==> config.mk <==
export PLATFORM = sky130hd
export DESIGN_NAME = tim_image_to_rgba_decoder_flat
export DESIGN_NICKNAME = d
export VERILOG_FILES = /design/src/hdl/tid_pkg.sv /design/src/hdl/tid_stream_if.sv /design/src/hdl/tim_image_to_rgba_decoder.sv /design/src/hdl/tid_ram.sv /design/src/hdl/tid_front.sv /design/src/hdl/tid_cmd_fifo.sv /design/src/hdl/tid_back.sv /design/src/flat_wrapper.sv
export SDC_FILE = /design/constraint.sdc
export NUM_CORES = 1
export LEC_CHECK = 0
export BUFFER_PORTS_ARGS = -buffer_cell sky130_fd_sc_hd__buf_2
export CORE_AREA = 2 2 830 832
export DETAILED_ROUTE_END_ITERATION = 12
export DIE_AREA = 0 0 832 834
export HOLD_SLACK_MARGIN = 0.15
export PLACE_DENSITY = 0.43
export SLEW_MARGIN = 20
export SYNTH_ARGS = -nofsm -noshare
export SYNTH_HDL_FRONTEND = slang
export SYNTH_HIERARCHICAL = 1
export SYNTH_MEMORY_MAX_BITS = 65536
export SYNTH_SLANG_ARGS = --single-unit
==> constraint.sdc <==
create_clock -name clk -period 9.6 [get_ports clk]
set_clock_uncertainty 0.05 [all_clocks]
set_input_delay 1.44 -clock clk [delete_from_list [all_inputs] [get_ports clk]]
set_output_delay 1.44 -clock clk [all_outputs]
set_load 0.02 [all_outputs]
==> src/hdl/tid_pkg.sv <==
// Shared types, codes and sizes of the TIM image decoder.
package tid_pkg;

	localparam int PALETTE_ENTRIES_DEF = 256;
	localparam int MAX_SIDE_DEF = 8192;
	localparam int QUEUE_DEPTH = 4;

	localparam logic [2:0] OP_NONE = 3'd0;
	localparam logic [2:0] OP_PWR = 3'd1;
	localparam logic [2:0] OP_IDX = 3'd2;
	localparam logic [2:0] OP_555 = 3'd3;
	localparam logic [2:0] OP_RGB = 3'd4;
	localparam logic [2:0] OP_ERR = 3'd5;

	localparam logic [2:0] ERR_NONE = 3'd0;
	localparam logic [2:0] ERR_MAGIC = 3'd1;
	localparam logic [2:0] ERR_DEPTH = 3'd2;
	localparam logic [2:0] ERR_BLOCK_LEN = 3'd3;
	localparam logic [2:0] ERR_SIZE = 3'd4;
	localparam logic [2:0] ERR_NO_PALETTE = 3'd5;
	localparam logic [2:0] ERR_TRUNCATED = 3'd6;

	typedef struct packed {
		logic [7:0] byte_value;
		logic       end_of_data;
	} in_beat_t;

	typedef struct packed {
		logic       kind;
		logic [7:0] red;
		logic [7:0] green;
		logic [7:0] blue;
		logic [7:0] alpha;
		logic [13:0] width;
		logic [13:0] height;
		logic [1:0] depth;
		logic [2:0] error_code;
		logic       last;
	} out_beat_t;

	// One command from the parser to the pixel engine.
	typedef struct packed {
		logic [2:0]  op;
		logic [7:0]  a;
		logic [7:0]  b;
		logic [7:0]  c;
		logic        two;
		logic        fin;
		logic        trunc;
		logic [2:0]  err;
		logic [13:0] w;
		logic [13:0] h;
		logic [1:0]  d;
	} cmd_t;

endpackage

==> src/hdl/tid_stream_if.sv <==
// Valid/ready stream interface used for the byte and result channels.
interface tid_stream_if #(parameter type T = logic) ();
	logic valid;
	logic ready;
	T     data;

	modport source(output valid, output data, input ready);
	modport sink(input valid, input data, output ready);
endinterface

==> src/hdl/tim_image_to_rgba_decoder.sv <==
// Top level of the TIM image decoder.
// Usage:
//   byte_in carries one file byte per beat, end_of_data set on the file's last byte.
//   result_out carries RGBA pixel results in raster order and error results
//   (kind set, last set, error_code given); each fault yields one error beat.
//   A byte is taken in every cycle while the command queue has room; a 4-bit
//   byte makes up to two pixels and other bytes at most one pixel, plus a
//   possible truncation error.
//   From byte beat to its first result beat the path is registered in the
//   queue, at engine issue with the palette RAM read, then in the output register.
//   The palette RAM's single read port sets one pixel per cycle as the rate while results are taken.
//   A stalled receiver holds the output register; the engine and then the
//   queue fill, and byte_in drops ready once the queue is full.
//   Reset clears the parser to wait for a header and empties the queue; the
//   palette contents are left as they are and survive from file to file.
module tim_image_to_rgba_decoder #(
	parameter int PALETTE_ENTRIES = tid_pkg::PALETTE_ENTRIES_DEF,
	parameter int MAX_SIDE = tid_pkg::MAX_SIDE_DEF
) (
	input logic         clk,
	input logic         arst_n,
	tid_stream_if.sink   byte_in,
	tid_stream_if.source result_out
);
	import tid_pkg::*;

	logic q_full;
	logic push;
	cmd_t cmd;
	logic pop;
	logic head_valid;
	cmd_t head;

	tid_front #(.PALETTE_ENTRIES(PALETTE_ENTRIES), .MAX_SIDE(MAX_SIDE)) u_front (
		.clk     (clk),
		.arst_n  (arst_n),
		.in_valid(byte_in.valid),
		.in_data (byte_in.data),
		.in_ready(byte_in.ready),
		.q_full  (q_full),
		.push    (push),
		.cmd     (cmd)
	);

	tid_cmd_fifo u_queue (
		.clk       (clk),
		.arst_n    (arst_n),
		.push      (push),
		.wdata     (cmd),
		.full      (q_full),
		.pop       (pop),
		.head_valid(head_valid),
		.head      (head)
	);

	tid_back #(.PALETTE_ENTRIES(PALETTE_ENTRIES)) u_back (
		.clk       (clk),
		.arst_n    (arst_n),
		.head_valid(head_valid),
		.head      (head),
		.pop       (pop),
		.out_valid (result_out.valid),
		.out_data  (result_out.data),
		.out_ready (result_out.ready)
	);
endmodule

==> src/hdl/tid_ram.sv <==
// Generic single-write, single-read RAM with registered read data.
module tid_ram #(
	parameter int WIDTH = 16,
	parameter int DEPTH = 256
) (
	input  logic                     clk,
	input  logic                     we,
	input  logic [$clog2(DEPTH)-1:0] waddr,
	input  logic [WIDTH-1:0]         wdata,
	input  logic                     re,
	input  logic [$clog2(DEPTH)-1:0] raddr,
	output logic [WIDTH-1:0]         rdata
);
	logic [WIDTH-1:0] mem_q [DEPTH];

	always_ff @(posedge clk) begin
		if (we) begin
			mem_q[waddr] <= wdata;
		end
		if (re) begin
			rdata <= mem_q[raddr];
		end
	end
endmodule

==> src/hdl/tid_front.sv <==
// Header parser: classifies each byte and turns it into at most one engine command.
module tid_front #(
	parameter int PALETTE_ENTRIES = tid_pkg::PALETTE_ENTRIES_DEF,
	parameter int MAX_SIDE = tid_pkg::MAX_SIDE_DEF
) (
	input  logic            clk,
	input  logic            arst_n,
	input  logic            in_valid,
	input  tid_pkg::in_beat_t in_data,
	output logic            in_ready,
	input  logic            q_full,
	output logic            push,
	output tid_pkg::cmd_t   cmd
);
	import tid_pkg::*;

	localparam int AW = $clog2(PALETTE_ENTRIES);

	localparam logic [2:0] PH_MAGIC = 3'd0;
	localparam logic [2:0] PH_FLAGS = 3'd1;
	localparam logic [2:0] PH_PAL_HDR = 3'd2;
	localparam logic [2:0] PH_PAL_DATA = 3'd3;
	localparam logic [2:0] PH_PIX_HDR = 3'd4;
	localparam logic [2:0] PH_PIXELS = 3'd5;
	localparam logic [2:0] PH_DONE = 3'd6;
	localparam logic [2:0] PH_DRAIN = 3'd7;

	logic [2:0]  phase_q, phase_n;
	logic [31:0] fbc_q, fbc_n;
	logic [31:0] hw_q, hw_n;
	logic [31:0] pbl_q, pbl_n;
	logic [31:0] plim_q, plim_n;
	logic [15:0] cw_q, cw_n;
	logic [15:0] ih_q, ih_n;
	logic [16:0] col_q, col_n;
	logic [13:0] row_q, row_n;
	logic [15:0] part_q, part_n;
	logic [1:0]  pos3_q, pos3_n;
	logic [13:0] x3_q, x3_n;
	logic [1:0]  dep_q, dep_n;
	logic        hasp_q, hasp_n;
	logic [13:0] iw_q, iw_n;

	logic        accept;

	assign in_ready = !q_full;
	assign accept = in_valid && in_ready;

	function automatic logic [7:0] remap(input logic [3:0] dummy, input logic [7:0] idx,
		input logic [31:0] lim);
		logic [AW-1:0] r;
		r = '0;
		if ({24'd0, idx} < lim && {1'b0, idx} < 9'(PALETTE_ENTRIES)) begin
			r = idx[AW-1:0];
		end
		remap = 8'(r);
		if (dummy != 4'd0) begin
			remap = 8'(r);
		end
	endfunction

	always_comb begin
		logic [7:0]  b;
		logic [31:0] pos;
		logic [31:0] shb;
		logic [31:0] hwb;
		logic [31:0] k;
		logic [17:0] wc;
		logic [16:0] x2;
		logic [34:0] prod;
		logic        lastrow;
		logic [17:0] x0;
		logic        fin0;
		logic        fin1;
		logic [17:0] coln;

		b = in_data.byte_value;
		pos = fbc_q;
		shb = {24'd0, b} << {pos[1:0], 3'b000};
		hwb = hw_q | shb;
		k = pos - 32'd12;
		wc = '0;
		x2 = '0;
		prod = '0;
		lastrow = ({3'd0, row_q} + 17'd1) == {1'b0, ih_q};
		x0 = {col_q, 1'b0};
		fin0 = 1'b0;
		fin1 = 1'b0;
		coln = '0;

		phase_n = phase_q; fbc_n = fbc_q; hw_n = hw_q; pbl_n = pbl_q; plim_n = plim_q;
		cw_n = cw_q; ih_n = ih_q; col_n = col_q; row_n = row_q; part_n = part_q;
		pos3_n = pos3_q; x3_n = x3_q; dep_n = dep_q; hasp_n = hasp_q; iw_n = iw_q;

		cmd = '0;
		cmd.w = iw_q;
		cmd.h = ih_q[13:0];
		cmd.d = dep_q;

		case (phase_q)
			PH_MAGIC: begin
				if (b != ((pos == 32'd0) ? 8'h10 : 8'h00)) begin
					cmd.op = OP_ERR; cmd.err = ERR_MAGIC; phase_n = PH_DRAIN;
				end else begin
					fbc_n = pos + 32'd1;
					if (pos == 32'd3) begin
						phase_n = PH_FLAGS; fbc_n = '0; hw_n = '0;
					end
				end
			end
			PH_FLAGS: begin
				hw_n = hwb;
				fbc_n = pos + 32'd1;
				if (pos == 32'd3) begin
					if (hwb[2:0] > 3'd3) begin
						cmd.op = OP_ERR; cmd.err = ERR_DEPTH; phase_n = PH_DRAIN;
					end else begin
						dep_n = hwb[1:0];
						hasp_n = hwb[3];
						fbc_n = '0;
						hw_n = '0;
						phase_n = hwb[3] ? PH_PAL_HDR : PH_PIX_HDR;
					end
				end
			end
			PH_PAL_HDR: begin
				if (pos < 32'd4) begin
					pbl_n = pbl_q | shb;
				end else if (pos >= 32'd8) begin
					hw_n = hwb;
				end
				fbc_n = pos + 32'd1;
				if (pos == 32'd11) begin
					plim_n = hwb[15:0] * hwb[31:16];
					hw_n = '0;
					if (pbl_q < 32'd12) begin
						cmd.op = OP_ERR; cmd.err = ERR_BLOCK_LEN; phase_n = PH_DRAIN;
					end else if (pbl_q == 32'd12) begin
						phase_n = PH_PIX_HDR; fbc_n = '0;
					end else begin
						phase_n = PH_PAL_DATA;
					end
				end
			end
			PH_PAL_DATA: begin
				if ({1'b0, k[31:1]} < 32'(PALETTE_ENTRIES)) begin
					if (!k[0]) begin
						part_n = {8'd0, b};
					end else begin
						cmd.op = OP_PWR;
						cmd.a = 8'(k[AW:1]);
						cmd.b = part_q[7:0];
						cmd.c = b;
					end
				end
				fbc_n = pos + 32'd1;
				if ({1'b0, pos} + 33'd1 >= {1'b0, pbl_q}) begin
					phase_n = PH_PIX_HDR; fbc_n = '0;
				end
			end
			PH_PIX_HDR: begin
				if (pos >= 32'd8) begin
					hw_n = hwb;
				end
				fbc_n = pos + 32'd1;
				if (pos == 32'd11) begin
					cw_n = hwb[15:0];
					ih_n = hwb[31:16];
					hw_n = '0;
					fbc_n = '0;
					case (dep_q)
						2'd0: wc = {hwb[15:0], 2'b00};
						2'd1: wc = {1'b0, hwb[15:0], 1'b0};
						2'd2: wc = {2'b00, hwb[15:0]};
						default: begin
							// Divide by three through a reciprocal, exact below 2^17.
							x2 = {hwb[15:0], 1'b0};
							prod = x2 * 18'd87382;
							wc = {1'b0, prod[34:18]};
						end
					endcase
					iw_n = wc[13:0];
					if (wc == 18'd0 || hwb[31:16] == 16'd0 || wc > 18'(MAX_SIDE)
						|| hwb[31:16] > 16'(MAX_SIDE)) begin
						cmd.op = OP_ERR; cmd.err = ERR_SIZE; phase_n = PH_DRAIN;
					end else if (!dep_q[1] && !hasp_q) begin
						cmd.op = OP_ERR; cmd.err = ERR_NO_PALETTE; phase_n = PH_DRAIN;
					end else begin
						phase_n = PH_PIXELS;
						col_n = '0; row_n = '0; pos3_n = '0; x3_n = '0;
					end
				end
			end
			PH_PIXELS: begin
				case (dep_q)
					2'd0: begin
						cmd.op = OP_IDX;
						cmd.a = remap(4'd0, {4'd0, b[3:0]}, plim_q);
						cmd.b = remap(4'd0, {4'd0, b[7:4]}, plim_q);
						fin0 = lastrow && (x0 + 18'd1 == {4'd0, iw_q});
						fin1 = lastrow && (x0 + 18'd2 == {4'd0, iw_q});
						if (fin0) begin
							cmd.fin = 1'b1; phase_n = PH_DONE;
						end else begin
							cmd.two = 1'b1; cmd.fin = fin1;
							if (fin1) phase_n = PH_DONE;
						end
					end
					2'd1: begin
						cmd.op = OP_IDX;
						cmd.a = remap(4'd0, b, plim_q);
						cmd.fin = lastrow && ({1'b0, col_q} + 18'd1 == {4'd0, iw_q});
						if (cmd.fin) phase_n = PH_DONE;
					end
					2'd2: begin
						if (!col_q[0]) begin
							part_n = {8'd0, b};
						end else begin
							cmd.op = OP_555;
							cmd.a = part_q[7:0];
							cmd.b = b;
							cmd.fin = lastrow && ({2'd0, col_q[16:1]} + 18'd1 == {4'd0, iw_q});
							if (cmd.fin) phase_n = PH_DONE;
						end
					end
					default: begin
						if ({1'b0, col_q} < 18'd3 * {4'd0, iw_q}) begin
							case (pos3_q)
								2'd0: part_n = {8'd0, b};
								2'd1: part_n = {b, part_q[7:0]};
								default: begin
									cmd.op = OP_RGB;
									cmd.a = part_q[7:0];
									cmd.b = part_q[15:8];
									cmd.c = b;
									cmd.fin = lastrow && (x3_q + 14'd1 == iw_q);
									if (cmd.fin) phase_n = PH_DONE;
								end
							endcase
						end
					end
				endcase
				if (phase_n == PH_PIXELS) begin
					coln = {1'b0, col_q} + 18'd1;
					if (pos3_q == 2'd2) begin
						pos3_n = '0; x3_n = x3_q + 14'd1;
					end else begin
						pos3_n = pos3_q + 2'd1;
					end
					if (coln >= {1'b0, cw_q, 1'b0}) begin
						col_n = '0; row_n = row_q + 14'd1; pos3_n = '0; x3_n = '0;
					end else begin
						col_n = coln[16:0];
					end
				end
			end
			default: begin
			end
		endcase

		if (in_data.end_of_data) begin
			if (phase_n != PH_DONE && phase_n != PH_DRAIN) begin
				cmd.trunc = 1'b1;
			end
			phase_n = PH_MAGIC; fbc_n = '0; hw_n = '0; pbl_n = '0; plim_n = '0;
			cw_n = '0; ih_n = '0; col_n = '0; row_n = '0; part_n = '0;
			pos3_n = '0; x3_n = '0; dep_n = '0; hasp_n = 1'b0; iw_n = '0;
		end
	end

	assign push = accept && (cmd.op != OP_NONE || cmd.trunc);

	always_ff @(posedge clk or negedge arst_n) begin
		if (!arst_n) begin
			phase_q <= PH_MAGIC; fbc_q <= '0; hw_q <= '0; pbl_q <= '0; plim_q <= '0;
			cw_q <= '0; ih_q <= '0; col_q <= '0; row_q <= '0; part_q <= '0;
			pos3_q <= '0; x3_q <= '0; dep_q <= '0; hasp_q <= 1'b0; iw_q <= '0;
		end else if (accept) begin
			phase_q <= phase_n; fbc_q <= fbc_n; hw_q <= hw_n; pbl_q <= pbl_n;
			plim_q <= plim_n; cw_q <= cw_n; ih_q <= ih_n; col_q <= col_n;
			row_q <= row_n; part_q <= part_n; pos3_q <= pos3_n; x3_q <= x3_n;
			dep_q <= dep_n; hasp_q <= hasp_n; iw_q <= iw_n;
		end
	end
endmodule

==> src/hdl/tid_cmd_fifo.sv <==
// Short command queue between the parser and the pixel engine.
module tid_cmd_fifo (
	input  logic          clk,
	input  logic          arst_n,
	input  logic          push,
	input  tid_pkg::cmd_t wdata,
	output logic          full,
	input  logic          pop,
	output logic          head_valid,
	output tid_pkg::cmd_t head
);
	import tid_pkg::*;

	localparam int PW = $clog2(QUEUE_DEPTH);

	cmd_t          mem_q [QUEUE_DEPTH];
	logic [PW-1:0] wp_q;
	logic [PW-1:0] rp_q;
	logic [PW:0]   cnt_q;

	assign full = cnt_q == (PW+1)'(QUEUE_DEPTH);
	assign head_valid = cnt_q != '0;
	assign head = mem_q[rp_q];

	always_ff @(posedge clk) begin
		if (push) begin
			mem_q[wp_q] <= wdata;
		end
	end

	always_ff @(posedge clk or negedge arst_n) begin
		if (!arst_n) begin
			wp_q <= '0; rp_q <= '0; cnt_q <= '0;
		end else begin
			if (push) wp_q <= wp_q + PW'(1);
			if (pop) rp_q <= rp_q + PW'(1);
			cnt_q <= cnt_q + (PW+1)'(push) - (PW+1)'(pop);
		end
	end
endmodule

==> src/hdl/tid_back.sv <==
// Pixel engine: palette writes and reads, color widening and result output.
module tid_back #(
	parameter int PALETTE_ENTRIES = tid_pkg::PALETTE_ENTRIES_DEF
) (
	input  logic             clk,
	input  logic             arst_n,
	input  logic             head_valid,
	input  tid_pkg::cmd_t    head,
	output logic             pop,
	output logic             out_valid,
	output tid_pkg::out_beat_t out_data,
	input  logic             out_ready
);
	import tid_pkg::*;

	localparam int AW = $clog2(PALETTE_ENTRIES);

	typedef struct packed {
		logic        err;
		logic [2:0]  code;
		logic        use_pal;
		logic        rgb;
		logic [23:0] val;
		logic        last;
		logic [13:0] w;
		logic [13:0] h;
		logic [1:0]  d;
	} s1_t;

	logic [1:0]    cnt_q;
	logic          s1_v_s1;
	s1_t           s1_s1;
	logic          out_v_q;
	out_beat_t     out_q;

	logic [1:0]    main_n;
	logic [1:0]    total;
	logic          out_free;
	logic          s1_free;
	logic          issue;
	logic          load;
	s1_t           s1_n;
	logic          we;
	logic          re;
	logic [AW-1:0] raddr;
	logic [15:0]   rdata;
	out_beat_t     form;

	assign out_free = !out_v_q || out_ready;
	assign s1_free = !s1_v_s1 || out_free;
	assign issue = head_valid && s1_free;

	always_comb begin
		case (head.op)
			OP_NONE: main_n = 2'd0;
			OP_IDX: main_n = head.two ? 2'd2 : 2'd1;
			default: main_n = 2'd1;
		endcase
	end

	assign total = main_n + {1'b0, head.trunc};
	assign pop = issue && (cnt_q == total - 2'd1);

	always_comb begin
		load = 1'b0;
		we = 1'b0;
		re = 1'b0;
		raddr = head.a[AW-1:0];
		s1_n = '0;
		s1_n.w = head.w;
		s1_n.h = head.h;
		s1_n.d = head.d;
		if (cnt_q < main_n) begin
			case (head.op)
				OP_PWR: we = issue;
				OP_IDX: begin
					load = 1'b1;
					re = issue;
					if (cnt_q != 2'd0) raddr = head.b[AW-1:0];
					s1_n.use_pal = 1'b1;
					s1_n.last = head.fin && (cnt_q == main_n - 2'd1);
				end
				OP_555: begin
					load = 1'b1;
					s1_n.val = {8'd0, head.b, head.a};
					s1_n.last = head.fin;
				end
				OP_RGB: begin
					load = 1'b1;
					s1_n.rgb = 1'b1;
					s1_n.val = {head.c, head.b, head.a};
					s1_n.last = head.fin;
				end
				default: begin
					load = 1'b1;
					s1_n.err = 1'b1;
					s1_n.code = head.err;
				end
			endcase
		end else begin
			// A file that ended early closes with its truncation error.
			load = 1'b1;
			s1_n.err = 1'b1;
			s1_n.code = ERR_TRUNCATED;
		end
	end

	tid_ram #(.WIDTH(16), .DEPTH(PALETTE_ENTRIES)) u_palette (
		.clk  (clk),
		.we   (we),
		.waddr(head.a[AW-1:0]),
		.wdata({head.c, head.b}),
		.re   (re),
		.raddr(raddr),
		.rdata(rdata)
	);

	always_comb begin
		logic [15:0] c16;
		c16 = s1_s1.use_pal ? rdata : s1_s1.val[15:0];
		form = '0;
		if (s1_s1.err) begin
			form.kind = 1'b1;
			form.error_code = s1_s1.code;
			form.last = 1'b1;
		end else begin
			form.width = s1_s1.w;
			form.height = s1_s1.h;
			form.depth = s1_s1.d;
			form.last = s1_s1.last;
			if (s1_s1.rgb) begin
				form.red = s1_s1.val[7:0];
				form.green = s1_s1.val[15:8];
				form.blue = s1_s1.val[23:16];
				form.alpha = 8'hFF;
			end else begin
				form.red = {c16[4:0], c16[4:2]};
				form.green = {c16[9:5], c16[9:7]};
				form.blue = {c16[14:10], c16[14:12]};
				form.alpha = (c16 != 16'd0) ? 8'hFF : 8'h00;
			end
		end
	end

	always_ff @(posedge clk or negedge arst_n) begin
		if (!arst_n) begin
			cnt_q <= '0;
			s1_v_s1 <= 1'b0;
			out_v_q <= 1'b0;
		end else begin
			if (pop) cnt_q <= '0;
			else if (issue) cnt_q <= cnt_q + 2'd1;
			if (issue && load) s1_v_s1 <= 1'b1;
			else if (s1_v_s1 && out_free) s1_v_s1 <= 1'b0;
			if (s1_v_s1 && out_free) out_v_q <= 1'b1;
			else if (out_ready) out_v_q <= 1'b0;
		end
	end

	always_ff @(posedge clk) begin
		if (issue && load) s1_s1 <= s1_n;
		if (s1_v_s1 && out_free) out_q <= form;
	end

	assign out_valid = out_v_q;
	assign out_data = out_q;
endmodule
==> src/flat_wrapper.sv <==
// flat-port wrapper written by rule: the top's interface ports become plain ports
module tim_image_to_rgba_decoder_flat import tid_pkg::*;
#(
	parameter int PALETTE_ENTRIES = tid_pkg::PALETTE_ENTRIES_DEF,
	parameter int MAX_SIDE = tid_pkg::MAX_SIDE_DEF
)
  (clk, arst_n, byte_in_valid, byte_in_data, byte_in_ready, result_out_valid, result_out_data, result_out_ready);
  tid_stream_if byte_in_i ();
  tid_stream_if result_out_i ();
  input logic clk;
  input logic arst_n;
  input wire logic [$bits(byte_in_i.valid)-1:0] byte_in_valid;
  input wire logic [$bits(byte_in_i.data)-1:0] byte_in_data;
  output wire logic [$bits(byte_in_i.ready)-1:0] byte_in_ready;
  output wire logic [$bits(result_out_i.valid)-1:0] result_out_valid;
  output wire logic [$bits(result_out_i.data)-1:0] result_out_data;
  input wire logic [$bits(result_out_i.ready)-1:0] result_out_ready;
  assign byte_in_i.valid = byte_in_valid;
  assign byte_in_i.data = byte_in_data;
  assign byte_in_ready = byte_in_i.ready;
  assign result_out_valid = result_out_i.valid;
  assign result_out_data = result_out_i.data;
  assign result_out_i.ready = result_out_ready;
  tim_image_to_rgba_decoder #(.PALETTE_ENTRIES(PALETTE_ENTRIES), .MAX_SIDE(MAX_SIDE)) u_core (.clk(clk), .arst_n(arst_n), .byte_in(byte_in_i), .result_out(result_out_i));
endmodule
==> results.py <==
metrics = {
    "run_status": {
        "status": "complete, no violations",
    },
    "die": {
        "ios": 8,
        "die-area_um2": 694000,
        "core-area_um2": 684000,
        "start_util_pct": 3.26,
        "fp.dieH_um": 834,
        "rows": 304,
        "die_w_um": 832,
    },
    "clock_network": {
        "clkTransAtPathRegs_ns": 0.08,
        "cts_buffers": 29,
        "cts_tree": "yes",
        "cts-root-buf": "clkbuf_16",
        "clock_latency_ns": 0.60,
        "cts_buffer_depth": 3,
        "cts.sinks": 233,
        "cts.htree.levels": 1,
        "cts_hold_buf": 0,
    },
    "timing": {
        "tightest_slew_ns": 1.24,
        "setup_viol": 0,
        "period_minus_slack_ns": 9.09,
        "fmax_ghz": 0.110,
        "hold_viol": 0,
        "tns_ns": 0,
        "slew_headroom_pct": 17.4,
        "slew_violations": 0,
        "postLayoutSetupSlackWorst_ns": 0.512,
        "timing.final.crit_share_pct": 94.7,
        "rsz0062_at_grt": "no",
        "hold_ws_ns": 0.431,
    },
    "critical_path": {
        "path_class": "reg2reg",
        "ff2ff_setup_slack_ns": 0.51,
        "end_kind": "register",
        "max_stage_delay_ns": 0.63,
        "cp-start-kind": "register",
        "critPathMaxFanout": 9,
        "cpMostUsedCell": "fa_1",
        "cp.required_ns": 10.06,
        "cp_slowest_cell": "a2111oi_0",
        "reg2regPathDepth": 28,
        "cp.arrival_ns": 9.55,
    },
    "grt": {
        "grt_pass1_wl_mm": 114,
        "grt_pass1_vias": 18300,
        "grt_usage_pct": 2.04,
        "grt_max_degree": 139,
        "antenna_found_initial": 0,
        "grt_overflow": 0,
    },
    "synthesis": {
        "avgSynthCellArea_um2": 8.69,
        "ys_warn_count": 6,
        "syn_inst": 2567,
        "synth_area_um2": 22300,
    },
    "worst_hold_path": {
        "worstHoldPathCells": 2,
        "min_path_type": "reg2reg",
    },
    "finish": {
        "drive_gt1_share_pct": 6.49,
        "nets": 2773,
        "final_cell_area_um2": 34300,
        "nFillCells": 80700,
        "syn_to_final_growth_pct": 53.8,
        "antennaDiodeCount": 0,
    },
    "drt": {
        "ant_nets": 0,
        "drc": 0,
        "wl_per_cell_um": 6.34,
        "drtIter0Drc": 1132,
        "routed_wl_mm": 72.9,
        "dr.pass1.iters": 5,
        "vias": 18300,
        "vias_per_cell": 1.59,
    },
    "pwr": {
        "power_density_nw_per_um2": 449,
        "total_power_uw": 15400,
        "leakage_uw": 0.0108,
        "peakVddDrop_mv": 0.860,
    },
    "place": {
        "hpwl_mm": 55.2,
        "port-buffer-count": 7,
        "place_congestion": 0.776,
        "place_ws_ns": 0.331,
        "placed_area_um2": 33200,
    },
    "job": {
        "maxCapViolations": 0,
    },
}
-- worst paths after layout --
path,start,end
worst max-delay path,u_core/u_front/hw_q[3],u_core/u_queue/cnt_q[2]
max in group asynchronous,arst_n,u_core/u_front/hw_q[25]
worst min-delay path,u_core/u_front/cw_q[11],u_core/u_front/cw_q[11]
worst min register to register,u_core/u_front/cw_q[11],u_core/u_front/cw_q[11]
min in group asynchronous,arst_n,u_core/u_front/fbc_q[24]
worst max register to register,u_core/u_front/hw_q[3],u_core/u_queue/cnt_q[2]
-- layout make-up --
type                            count  area (µm²)  area share (%)
Sequential cell                   233        5970            17.4
Timing Repair Buffer               45         343            1.00
Tap cell                         9027       11300            32.9
Inverter                          295        1110            3.23
Clock buffer                       33         741            2.16
Clock inverter                     19         314           0.916
Multi-Input combinational cell   1855       14500            42.4
-- cell usage in the layout (no fill, tap or decap), types with 24 or more instances in the layout --
master and n:
nand2_1 187, edfxtp_1 27, xor2_1 58, dfrtp_1 206
fa_1 81, xnor2_1 94, nor3_1 48, o41ai_1 37
ha_1 228, o21ai_0 153, nor4_1 33, clkbuf_16 29
nand2b_1 25, nand3_1 61, nor2_1 131, and2_1 31
buf_4 37, nand4_1 35, o31ai_1 57, inv_1 288
a21o_1 42, a21oi_1 160, and3_1 24
-- critical path: cells and delay by family, from the launching register on --
| kind | cells | cell delay (ns) |
|---|---|---|
| adder cells (fa/ha/maj) | 9 | 3.87 |
| buffers and inverters | 4 | 0.52 |
| AND/OR/NAND/NOR | 4 | 1.29 |
| flip-flops | 1 | 0.38 |
| AO/OA/AOI/OAI | 9 | 2.57 |
| XOR/XNOR | 2 | 0.33 |
-- power breakdown --
| group | total [µW] | switching (µW) | internal (µW) | leakage [µW] |
|---|---|---|---|---|
| Clock | 1240 | 474 | 769 | 0.000516 |
| Combinational | 12800 | 8010 | 4840 | 0.00721 |
| Sequential | 1290 | 135 | 1150 | 0.00308 |
| Total | 15400 | 8620 | 6760 | 0.0108 |
-- metal layers --
layer | GRT usage, % | vias up | wire length (µm)
li1 | - | 8843 | -
met1 | 2.84 | 9101 | 35200
met2 | 3.42 | 281 | 34300
met3 | 0.144 | 63 | 2020
met4 | 0.441 | 0 | 1400
met5 | 0 | - | 0
-- metrics by stage --
step	instances	util, %
global route	11500	5.01
detailed placement	11500	4.85
CTS	11500	5.01
floorplan	2574	-
finish	11500	5.01
global placement	11500	4.85
-- what timing repair did --
item                                   4_1_cts  5_1_grt
endpoints found under the hold margin        0        0
setup endpoints to repair                    0       26
setup buffers                                0        1
gates resized for setup                      0        2
-- sequential cells by signal, indices dropped and copies added (netlist names), 16 cells and up --
name,flops
u_core/u_queue/mem_q,24
u_core/u_front/hw_q,32
u_core/u_front/pbl_q,32
u_core/u_front/fbc_q,32
u_core/u_front/cw_q,16
u_core/u_front/ih_q,16
u_core/u_front/col_q,17
(Power assumes the default switching activity.)
